==> config.mk <==
export PLATFORM = sky130hd
export DESIGN_NAME = pid_gain_candidate_search
export DESIGN_NICKNAME = d
export VERILOG_FILES = /design/src/rtl/core/pgcs_pkg.sv /design/src/rtl/core/pid_gain_candidate_search.sv
export SDC_FILE = /design/constraint.sdc
export NUM_CORES = 1
export LEC_CHECK = 0
export BUFFER_PORTS_ARGS = -buffer_cell sky130_fd_sc_hd__buf_2
export CAP_MARGIN = 10
export CORE_UTILIZATION = 40
export CTS_CLUSTER_DIAMETER = 40
export DETAILED_ROUTE_END_ITERATION = 10
export PLACE_DENSITY = 0.59
export SETUP_SLACK_MARGIN = 0.1
export SLEW_MARGIN = 5
export SYNTH_ARGS = -nofsm -noshare
export SYNTH_HDL_FRONTEND = slang
export SYNTH_SLANG_ARGS = --single-unit
==> constraint.sdc <==
create_clock -name clk_i -period 6.26 [get_ports clk_i]
set_input_delay 0.626 -clock clk_i [delete_from_list [all_inputs] [get_ports clk_i]]
set_output_delay 0.626 -clock clk_i [all_outputs]
set_load 0.01 [all_outputs]
==> src/rtl/core/pgcs_pkg.sv <==
// Package for the PID gain candidate search: modes, operations, gain types and constants.
package pgcs_pkg;

  // Fixed-point and search constants
  localparam int unsigned FracBits   = 16;
  localparam int unsigned Candidates = 7;

  localparam logic [21:0] LimKp = 22'(50 << FracBits);
  localparam logic [21:0] LimKi = 22'(10 << FracBits);
  localparam logic [21:0] LimKd = 22'(20 << FracBits);

  // Steps of 0.10, 0.005 and 0.05, rounded to nearest
  localparam logic [19:0] StepKpReset = 20'(((1 << FracBits) + 5) / 10);
  localparam logic [19:0] StepKiReset = 20'(((1 << FracBits) + 100) / 200);
  localparam logic [19:0] StepKdReset = 20'(((1 << FracBits) + 10) / 20);

  typedef enum logic [2:0] {
    MODE_IDLE  = 3'd0,
    MODE_RUN   = 3'd1,
    MODE_WAIT  = 3'd2,
    MODE_DONE  = 3'd3,
    MODE_ABORT = 3'd4,
    MODE_ERROR = 3'd5
  } mode_e;

  typedef enum logic [2:0] {
    OP_START  = 3'd0,
    OP_SUBMIT = 3'd1,
    OP_STOP   = 3'd2,
    OP_APPLY  = 3'd3,
    OP_CLEAR  = 3'd4
  } op_e;

  typedef enum logic [2:0] {
    REG_BASE_KP = 3'd0,
    REG_BASE_KI = 3'd1,
    REG_BASE_KD = 3'd2,
    REG_STEP_KP = 3'd3,
    REG_STEP_KI = 3'd4,
    REG_STEP_KD = 3'd5
  } reg_idx_e;

  typedef enum logic [1:0] {
    DIR_NONE = 2'd0,
    DIR_UP   = 2'd1,
    DIR_DOWN = 2'd2
  } dir_e;

  typedef struct packed {
    logic [21:0] kp;
    logic [19:0] ki;
    logic [20:0] kd;
  } gains_t;

  // Perturbation direction of one gain (axis 0 kp, 1 ki, 2 kd) for a candidate.
  // Candidates 1 and 2 move kp up and down, 3 and 4 move ki, 5 and 6 move kd.
  function automatic dir_e cand_dir(input logic [2:0] idx, input logic [1:0] axis);
    dir_e d;
    d = DIR_NONE;
    if (idx != 3'd0 && ((idx - 3'd1) >> 1) == {1'b0, axis}) begin
      d = idx[0] ? DIR_UP : DIR_DOWN;
    end
    return d;
  endfunction

  // Adds or subtracts one step as dir says (no step for DIR_NONE) and clamps the result to 0..lim.
  function automatic logic [21:0] clamp_gain(input logic [21:0] base, input logic [19:0] step,
                                             input dir_e dir, input logic [21:0] lim);
    logic signed [23:0] sum;
    logic [21:0]        res;
    case (dir)
      DIR_UP:   sum = $signed({2'b00, base}) + $signed({4'b0000, step});
      DIR_DOWN: sum = $signed({2'b00, base}) - $signed({4'b0000, step});
      default:  sum = $signed({2'b00, base});
    endcase
    if (sum < 0) begin
      res = '0;
    end else if (sum > $signed({2'b00, lim})) begin
      res = lim;
    end else begin
      res = sum[21:0];
    end
    return res;
  endfunction

endpackage

==> src/rtl/core/pid_gain_candidate_search.sv <==
// PID gain candidate search: sweeps seven gain sets around a base and keeps the best scorer.
//
// Usage. Configuration writes (index 0..2 base gains, 3..5 perturbation steps) arrive on the
// cfg channel, which is always ready; a step write of zero is dropped. They must be made while the
// block is idle; the block does not enforce this. Each beat on the input channel carries one
// operation (start, submit score, stop, apply best, clear) with the score and the sink and save
// flags. Every input beat gives exactly one result beat: the new tuner mode, whether the
// operation was accepted, the gain set offered to the sink (if any), and the search status.
// The result of a beat is registered and is valid from the cycle after the beat is taken.
// Throughput is one beat per cycle while the receiver does not stall; the whole operation is one
// clamp-and-compare step between the state registers and the result register.
// The result register decouples the two sides: a new beat is taken whenever the result
// register is empty or is being drained in the same cycle. While the receiver stalls, the
// result holds and the input is refused; beats are taken again from the cycle it is drained.
// Reset puts the block in idle with no best recorded and the default steps loaded.
module pid_gain_candidate_search
  import pgcs_pkg::*;
(
  input  logic        clk_i,
  input  logic        rst_ni,

  input  logic        cfg_valid_i,
  output logic        cfg_ready_o,
  input  logic [2:0]  cfg_index_i,
  input  logic [21:0] cfg_data_i,

  input  logic        in_valid_i,
  output logic        in_ready_o,
  input  logic [2:0]  op_i,
  input  logic [31:0] score_i,
  input  logic        sink_accepts_i,
  input  logic        save_request_i,

  output logic        out_valid_o,
  input  logic        out_ready_i,
  output logic [2:0]  tuner_mode_o,
  output logic        accepted_o,
  output logic        gains_valid_o,
  output logic [21:0] out_kp_o,
  output logic [19:0] out_ki_o,
  output logic [20:0] out_kd_o,
  output logic        save_flag_o,
  output logic [2:0]  trial_number_o,
  output logic        have_best_o,
  output logic [31:0] top_score_o,
  output logic        active_o
);

  // Configuration registers
  gains_t      base_q;
  logic [19:0] step_kp_q, step_ki_q, step_kd_q;

  // Search state
  mode_e       mode_q, mode_d;
  logic [2:0]  trial_q, trial_d;
  gains_t      captured_q, captured_d;
  gains_t      trial_gains_q, trial_gains_d;
  gains_t      best_gains_q, best_gains_d;
  logic [31:0] best_score_q, best_score_d;
  logic        best_flag_q, best_flag_d;

  // Result register
  logic        out_valid_q;
  mode_e       res_mode_q;
  logic        res_acc_q, res_gv_q, res_sf_q, res_flag_q, res_active_q;
  gains_t      res_gains_q;
  logic [2:0]  res_trial_q;
  logic [31:0] res_score_q;

  // Combinational step results
  logic        in_take;
  logic        acc, gv, sf;
  gains_t      out_gains;
  gains_t      cand_base;
  gains_t      cand;
  logic [21:0] cand_kp_full, cand_ki_full, cand_kd_full;
  logic [2:0]  cand_idx;
  logic        last_trial;
  logic        better;

  assign cfg_ready_o = 1'b1;
  assign in_ready_o  = !out_valid_q || out_ready_i;
  assign in_take     = in_valid_i && in_ready_o;

  // Configuration writes; a zero step is ignored
  always_ff @(posedge clk_i or negedge rst_ni) begin
    if (!rst_ni) begin
      base_q    <= '0;
      step_kp_q <= StepKpReset;
      step_ki_q <= StepKiReset;
      step_kd_q <= StepKdReset;
    end else if (cfg_valid_i) begin
      unique case (cfg_index_i)
        REG_BASE_KP: base_q.kp <= cfg_data_i;
        REG_BASE_KI: base_q.ki <= cfg_data_i[19:0];
        REG_BASE_KD: base_q.kd <= cfg_data_i[20:0];
        REG_STEP_KP: if (cfg_data_i[19:0] != '0) step_kp_q <= cfg_data_i[19:0];
        REG_STEP_KI: if (cfg_data_i[19:0] != '0) step_ki_q <= cfg_data_i[19:0];
        REG_STEP_KD: if (cfg_data_i[19:0] != '0) step_kd_q <= cfg_data_i[19:0];
        default: ;
      endcase
    end
  end

  // Candidate to offer: the base on start, otherwise the next one after the current trial
  assign cand_idx     = (op_i == OP_START) ? 3'd0 : trial_q + 3'd1;
  assign cand_base    = (op_i == OP_START) ? base_q : captured_q;
  assign cand_kp_full = clamp_gain(cand_base.kp, step_kp_q, cand_dir(cand_idx, 2'd0), LimKp);
  assign cand_ki_full = clamp_gain({2'b00, cand_base.ki}, step_ki_q,
                                   cand_dir(cand_idx, 2'd1), LimKi);
  assign cand_kd_full = clamp_gain({1'b0, cand_base.kd}, step_kd_q,
                                   cand_dir(cand_idx, 2'd2), LimKd);
  assign cand         = '{kp: cand_kp_full, ki: cand_ki_full[19:0], kd: cand_kd_full[20:0]};
  assign last_trial   = ({1'b0, trial_q} + 4'd1) >= 4'(Candidates);
  assign better       = !best_flag_q || ($signed(score_i) > $signed(best_score_q));

  // Operation decode and next state
  always_comb begin
    mode_d        = mode_q;
    trial_d       = trial_q;
    captured_d    = captured_q;
    trial_gains_d = trial_gains_q;
    best_gains_d  = best_gains_q;
    best_score_d  = best_score_q;
    best_flag_d   = best_flag_q;
    acc           = 1'b0;
    gv            = 1'b0;
    sf            = 1'b0;
    out_gains     = '0;
    unique case (op_i)
      OP_START: begin
        trial_d      = '0;
        captured_d   = base_q;
        best_gains_d = '0;
        best_score_d = '0;
        best_flag_d  = 1'b0;
        if (sink_accepts_i) begin
          trial_gains_d = cand;
          out_gains     = cand;
          gv            = 1'b1;
          acc           = 1'b1;
          mode_d        = MODE_WAIT;
        end else begin
          trial_gains_d = base_q;
          mode_d        = MODE_ERROR;
        end
      end
      OP_SUBMIT: begin
        if (mode_q == MODE_WAIT) begin
          acc = 1'b1;
          if (better) begin
            best_gains_d = trial_gains_q;
            best_score_d = score_i;
            best_flag_d  = 1'b1;
          end
          if (last_trial) begin
            mode_d = MODE_DONE;
          end else if (sink_accepts_i) begin
            trial_gains_d = cand;
            trial_d       = cand_idx;
            out_gains     = cand;
            gv            = 1'b1;
            mode_d        = MODE_WAIT;
          end else begin
            mode_d = MODE_ERROR;
          end
        end
      end
      OP_STOP: begin
        if (mode_q != MODE_IDLE && mode_q != MODE_DONE) begin
          mode_d = MODE_ABORT;
          acc    = 1'b1;
        end
      end
      OP_APPLY: begin
        if (best_flag_q && sink_accepts_i) begin
          acc       = 1'b1;
          gv        = 1'b1;
          sf        = save_request_i;
          out_gains = best_gains_q;
        end
      end
      OP_CLEAR: begin
        mode_d        = MODE_IDLE;
        trial_d       = '0;
        captured_d    = '0;
        trial_gains_d = '0;
        best_gains_d  = '0;
        best_score_d  = '0;
        best_flag_d   = 1'b0;
        acc           = 1'b1;
      end
      default: ;
    endcase
  end

  // State registers and result register
  always_ff @(posedge clk_i or negedge rst_ni) begin
    if (!rst_ni) begin
      mode_q        <= MODE_IDLE;
      trial_q       <= '0;
      captured_q    <= '0;
      trial_gains_q <= '0;
      best_gains_q  <= '0;
      best_score_q  <= '0;
      best_flag_q   <= 1'b0;
      out_valid_q   <= 1'b0;
    end else begin
      if (in_take) begin
        mode_q        <= mode_d;
        trial_q       <= trial_d;
        captured_q    <= captured_d;
        trial_gains_q <= trial_gains_d;
        best_gains_q  <= best_gains_d;
        best_score_q  <= best_score_d;
        best_flag_q   <= best_flag_d;
        out_valid_q   <= 1'b1;
      end else if (out_ready_i) begin
        out_valid_q <= 1'b0;
      end
    end
  end

  // Result payload, loaded with each accepted beat
  always_ff @(posedge clk_i) begin
    if (in_take) begin
      res_mode_q   <= mode_d;
      res_acc_q    <= acc;
      res_gv_q     <= gv;
      res_gains_q  <= out_gains;
      res_sf_q     <= sf;
      res_trial_q  <= trial_d;
      res_flag_q   <= best_flag_d;
      res_score_q  <= best_score_d;
      res_active_q <= (mode_d == MODE_WAIT) || (mode_d == MODE_RUN);
    end
  end

  assign out_valid_o    = out_valid_q;
  assign tuner_mode_o   = res_mode_q;
  assign accepted_o     = res_acc_q;
  assign gains_valid_o  = res_gv_q;
  assign out_kp_o       = res_gains_q.kp;
  assign out_ki_o       = res_gains_q.ki;
  assign out_kd_o       = res_gains_q.kd;
  assign save_flag_o    = res_sf_q;
  assign trial_number_o = res_trial_q;
  assign have_best_o    = res_flag_q;
  assign top_score_o    = res_score_q;
  assign active_o       = res_active_q;

endmodule

### After elaboration in Yosys (flattened, before gate mapping)

Cells that the tools add are included.

* bits in registers: 458
* bits of input ports: 67
* output and inout port bits: 109

* $add $sub $neg: 9
* order comparisons: 8
* equal/unequal tests: 25
* muxes and demuxes: 54
* reductions and logical operators: 32

Operator list (count)
* 63-bit two-way mux: 11
* 63-bit case mux with 3 select lines: 2
* 63-bit case mux with 2 select lines: 2
* 24-bit case mux with 2 select lines: 3
* 24-bit by 1-bit < comparator with 1-bit output, second input constant: 3
* 32-bit two-way mux: 2
* 32-bit case mux with 2 select lines: 1
* 22-bit two-way mux: 2
* 21-bit two-way mux: 2
* 20-bit two-way mux: 2
* 32-bit > comparator: 1
* 24-bit by 21-bit > comparator with 1-bit output, second input constant: 1
* 24-bit by 22-bit > comparator with 1-bit output, second input constant: 1
* 24-bit by 23-bit > comparator with 1-bit output, second input constant: 1
* 3-bit two-way mux: 8
* 22-bit by 20-bit adder with 23-bit output: 1
* 22-bit by 20-bit subtractor with 23-bit output: 1
* 21-bit by 20-bit adder with 22-bit output: 1
* 21-bit by 20-bit subtractor with 22-bit output: 1
* 20-bit by 20-bit adder with 21-bit output: 1
* 20-bit by 20-bit subtractor with 21-bit output: 1
* 20-bit nonzero test: 1
* 3-bit by 2-bit equality test with 1-bit output, second input constant: 6
* 3-bit case mux with 4 select lines: 1
* 27 further kinds: 72

### Depth between registers and ports, before layout

* word-level depth: 15
* mapped depth: 26

### Worst setup path after synthesis

Ideal clock, no wire load.

* path type: input port to flip-flop
* start point: input op_i[2]
* end point: register res_gains_q (netlist bit out_kd_o[3]), data pin
* data arrival time: 6.874 ns
* setup slack: -0.748 ns
* cell stages on the path: 24
* path buffers: 10
* cells stage by stage: buf_2 -> or3_1 -> buf_6 -> clkbuf_1 -> clkbuf_1 -> clkbuf_1 -> buf_2 -> buf_2 -> buf_1 -> nand2b_1 -> ha_1 -> ha_1 -> nor3b_1 -> nand2_1 -> nor3_1 -> o211ai_1 -> or3_1 -> or4b_1 -> or4_1 -> nor4b_1 -> or2_1 -> clkbuf_1 -> buf_2 -> a32o_1

RTL lines
* start, declared: line pid_gain_candidate_search.sv:29 `input logic [2:0] op_i,`
* end signal, assigned: line pid_gain_candidate_search.sv:230 `res_gains_q <= out_gains;`
* end, declared: line pid_gain_candidate_search.sv:66 `gains_t res_gains_q;`

==> impl_metrics.yaml <==
synthesis:
  syn_area_um2: 29100
  ys_ff_latch: 458
  synth-async-reset-ratio_pct: 76.9
  synth.distinct_cells: 86
  yosysSeqAreaShare_pct: 41.3
  synth_edf_count: 106
  ys_warn_count: 0
  ys.flop_type: "dfrtp_1"
  syn_nets: 3499
  synthCells: 3268
  avgSynthCellArea_um2: 8.90
worst_setup_path:
  crit_buf_inv: 5
  path_class: "in2reg"
  cp_top_family: "compound AO/OA/AOI/OAI gates"
  cp-end-kind: "register"
  cp.arrival_ps: 5790
  required_ps: 6600
  cp_max_fo: 38
  path_cells: "buf_2, or3_2, buf_12, buf_12, mux2i_1, ha_1, inv_1, fa_1, nor2b_1, o31a_1, o31ai_1, a21oi_1, a31o_2, a21oi_1, mux2i_1, o2111a_1, and4_1, a31oi_1, buf_4, o21ai_0"
  start_kind: "input pin"
  slowest_delay_ps: 590
  cp_slowest_cell: "or3_2"
sta:
  fin_crit_sh_pct: 87.0
  clock.fmax_mhz: 184
  finalHoldViolations: 0
  period_needed_ps: 5440
  skew_ps: 38.0
  fin_tns_setup_ps: 0
  slew_headroom_pct: 26.1
  hold_slack_ps: 201
  tightest_slew_ps: 1110
  drv_slew: 0
  rsz0062_at_grt: "no"
  finalSetupViolCount: 0
job:
  max_cap_viol_count: 0
finish:
  nets: 3664
  final_cell_area_um2: 34100
  drive_above_1_share_pct: 18.1
  area_growth_pct: 17.3
global_route:
  antenna_found_initial: 7
  grt_pass1_vias: 24371
  grt_pass1_wl_um: 152000
  globalRouteTotalUtil_pct: 26.5
  grt_overflow: 0
  grt_max_degree: 148
hold_path:
  hp-class: "in2reg"
clock_network:
  root_buffer: "clkbuf_16"
  clock-sinks: 458
  cts_tree: "built"
  cts_setup_buffers: 0
  cts.clk_slew.worst_paths_ps: 60
  cts_buffers: 79
  ctsHtreeMaxLevel: 3
  insertion_delay_ps: 630
  cts_buffer_depth: 3
floorplanning:
  initial_core_util_pct: 40.6
  die_w_um: 272
  core_area_um2: 71700
  die_h_um: 272
  io_pins: 176
  dieArea_um2: 73800
  row_count: 98
power:
  power.density_nw_per_um2: 375
  p_leak_nw: 15.2
  power.total_mw: 12.8
  max-vdd-ir-drop_uv: 190
route:
  drtIter0Drc: 2420
  wl_um: 98800
  vias: 25790
  wire_per_inst_um: 22.2
  drtAntennaViolNets: 0
  drc_errors: 0
  firstDrtPassIters: 5
  vias_per_cell: 5.79
placement:
  portBuffers: 174
  gp_congestion: 0.937
  hpwlAfterDp_um: 70400
  dpl_cell_area_um2: 31400
status:
  status: "complete, no violations"
synthesized netlist by cell type, drive strengths merged (22+ instances only):
cell / n / area, um^2
a22o: 67 / 587
ha: 158 / 1980
o21ai: 304 / 1630
a21o: 29 / 218
clkbuf: 163 / 612
a31oi: 26 / 163
a21oi: 208 / 1040
a32oi: 24 / 210
edfxtp: 106 / 3180
nor4: 25 / 156
dfrtp: 335 / 8380
nand2: 571 / 2150
buf: 33 / 179
nor2: 179 / 674
nand3: 56 / 280
mux2: 133 / 1500
nand2b: 35 / 219
o31ai: 33 / 248
and3: 22 / 138
nor2b: 30 / 188
nor3: 58 / 295
inv: 203 / 762
o211ai: 26 / 195
mux2i: 64 / 641
xnor2: 31 / 272
a211oi: 29 / 218
layout make-up:
type                            count  area (um^2)
Sequential cell                   458        12000
Clock buffer                       99         2140
Timing Repair Buffer              280         1790
Inverter                          203          764
Tap cell                          950         1190
Multi-Input combinational cell   2411        15600
Antenna cell                        2         5.00
Clock inverter                     49          599
Fill cell                        6850        37600
cell usage in the layout (no fill, tap or decap), types with 18 or more instances in the layout:
cell and n:
a211oi_1 29, a21o_1 29, a21oi_1 207, a22o_1 67, a31oi_1 26, a32o_1 18
a32oi_1 24, and3_1 22, buf_2 173, buf_4 96, clkbuf_16 81, dfrtp_1 335
edfxtp_1 106, ha_1 158, inv_1 201, mux2_2 133, mux2i_1 64, nand2_1 567
nand2b_1 35, nand3_1 56, nand4_1 20, nor2_1 175, nor2b_1 29, nor3_1 56
nor4_1 25, o211ai_1 26, o21a_1 20, o21ai_0 272, o21ai_2 30, o31ai_1 33
or3_1 18, xnor2_1 31
cell families after synthesis:
logic type      after synthesis  share of synthesized area (%)
compound gates              925                           20.9
xor+xnor                     43                           1.29
fa+ha+maj                   164                           7.21
buf+inv                     399                           5.34
flops                       458                           41.3
mux                         197                           7.35
other cells                   1                         0.0129
simple gates               1081                           16.7
through the flow:
step	cells	setup slack, ps	util [%]
2_1_floorplan	3268	101	-
3_3_place_gp	4301	361	43.7
3_5_place_dp	4301	292	43.7
4_1_cts	4450	917	47.6
5_1_grt	4450	504	47.6
6_report	4452	816	47.6
where the power goes:
group,switching (mW),leakage (nW),internal [mW],total [mW]
Combinational,2.77,8.33,1.62,4.39
Sequential,0.422,5.58,3.54,3.96
Clock,1.64,1.30,2.81,4.45
Total,4.83,15.2,7.97,12.8
flip-flops by register name, indices dropped and copies added (netlist names), 20 cells and up:
| signal | cells |
|---|---|
| out_ki_o | 20 |
| base_q | 63 |
| step_kp_q | 20 |
| step_ki_q | 20 |
| top_score_o | 32 |
| best_gains_q | 63 |
| step_kd_q | 20 |
| trial_gains_q | 63 |
| best_score_q | 32 |
| out_kp_o | 22 |
| captured_q | 63 |
| out_kd_o | 21 |
worst paths after layout:
path / start / end / slack, ps / cells after the start
max in group asynchronous: rst_ni / step_ki_q[13] / 4350 / 3
min reg2reg: trial_gains_q[31] / best_gains_q[31] / 460 / 2
min: in_valid_i / out_valid_o / 200 / 2
max: op_i[0] / out_kp_o[1] / 820 / 20
min in group asynchronous: rst_ni / best_score_q[27] / 550 / 2
max reg2reg: trial_q[1] / trial_gains_q[3] / 1000 / 15
layer usage:
| metal | share of wire [%] | GRT usage, % |
|---|---|---|
| met5 | 0.071 | 0 |
| met4 | 3.7 | 10.4 |
| met3 | 8.7 | 5.68 |
| met2 | 42 | 37.6 |
| met1 | 46 | 39.0 |
repair_timing:
action                                 CTS  global route
endpoints found under the hold margin   25             0
hold buffers                             1             0
gates resized for setup                  0             0
Power figures use the tool's default switching activity.
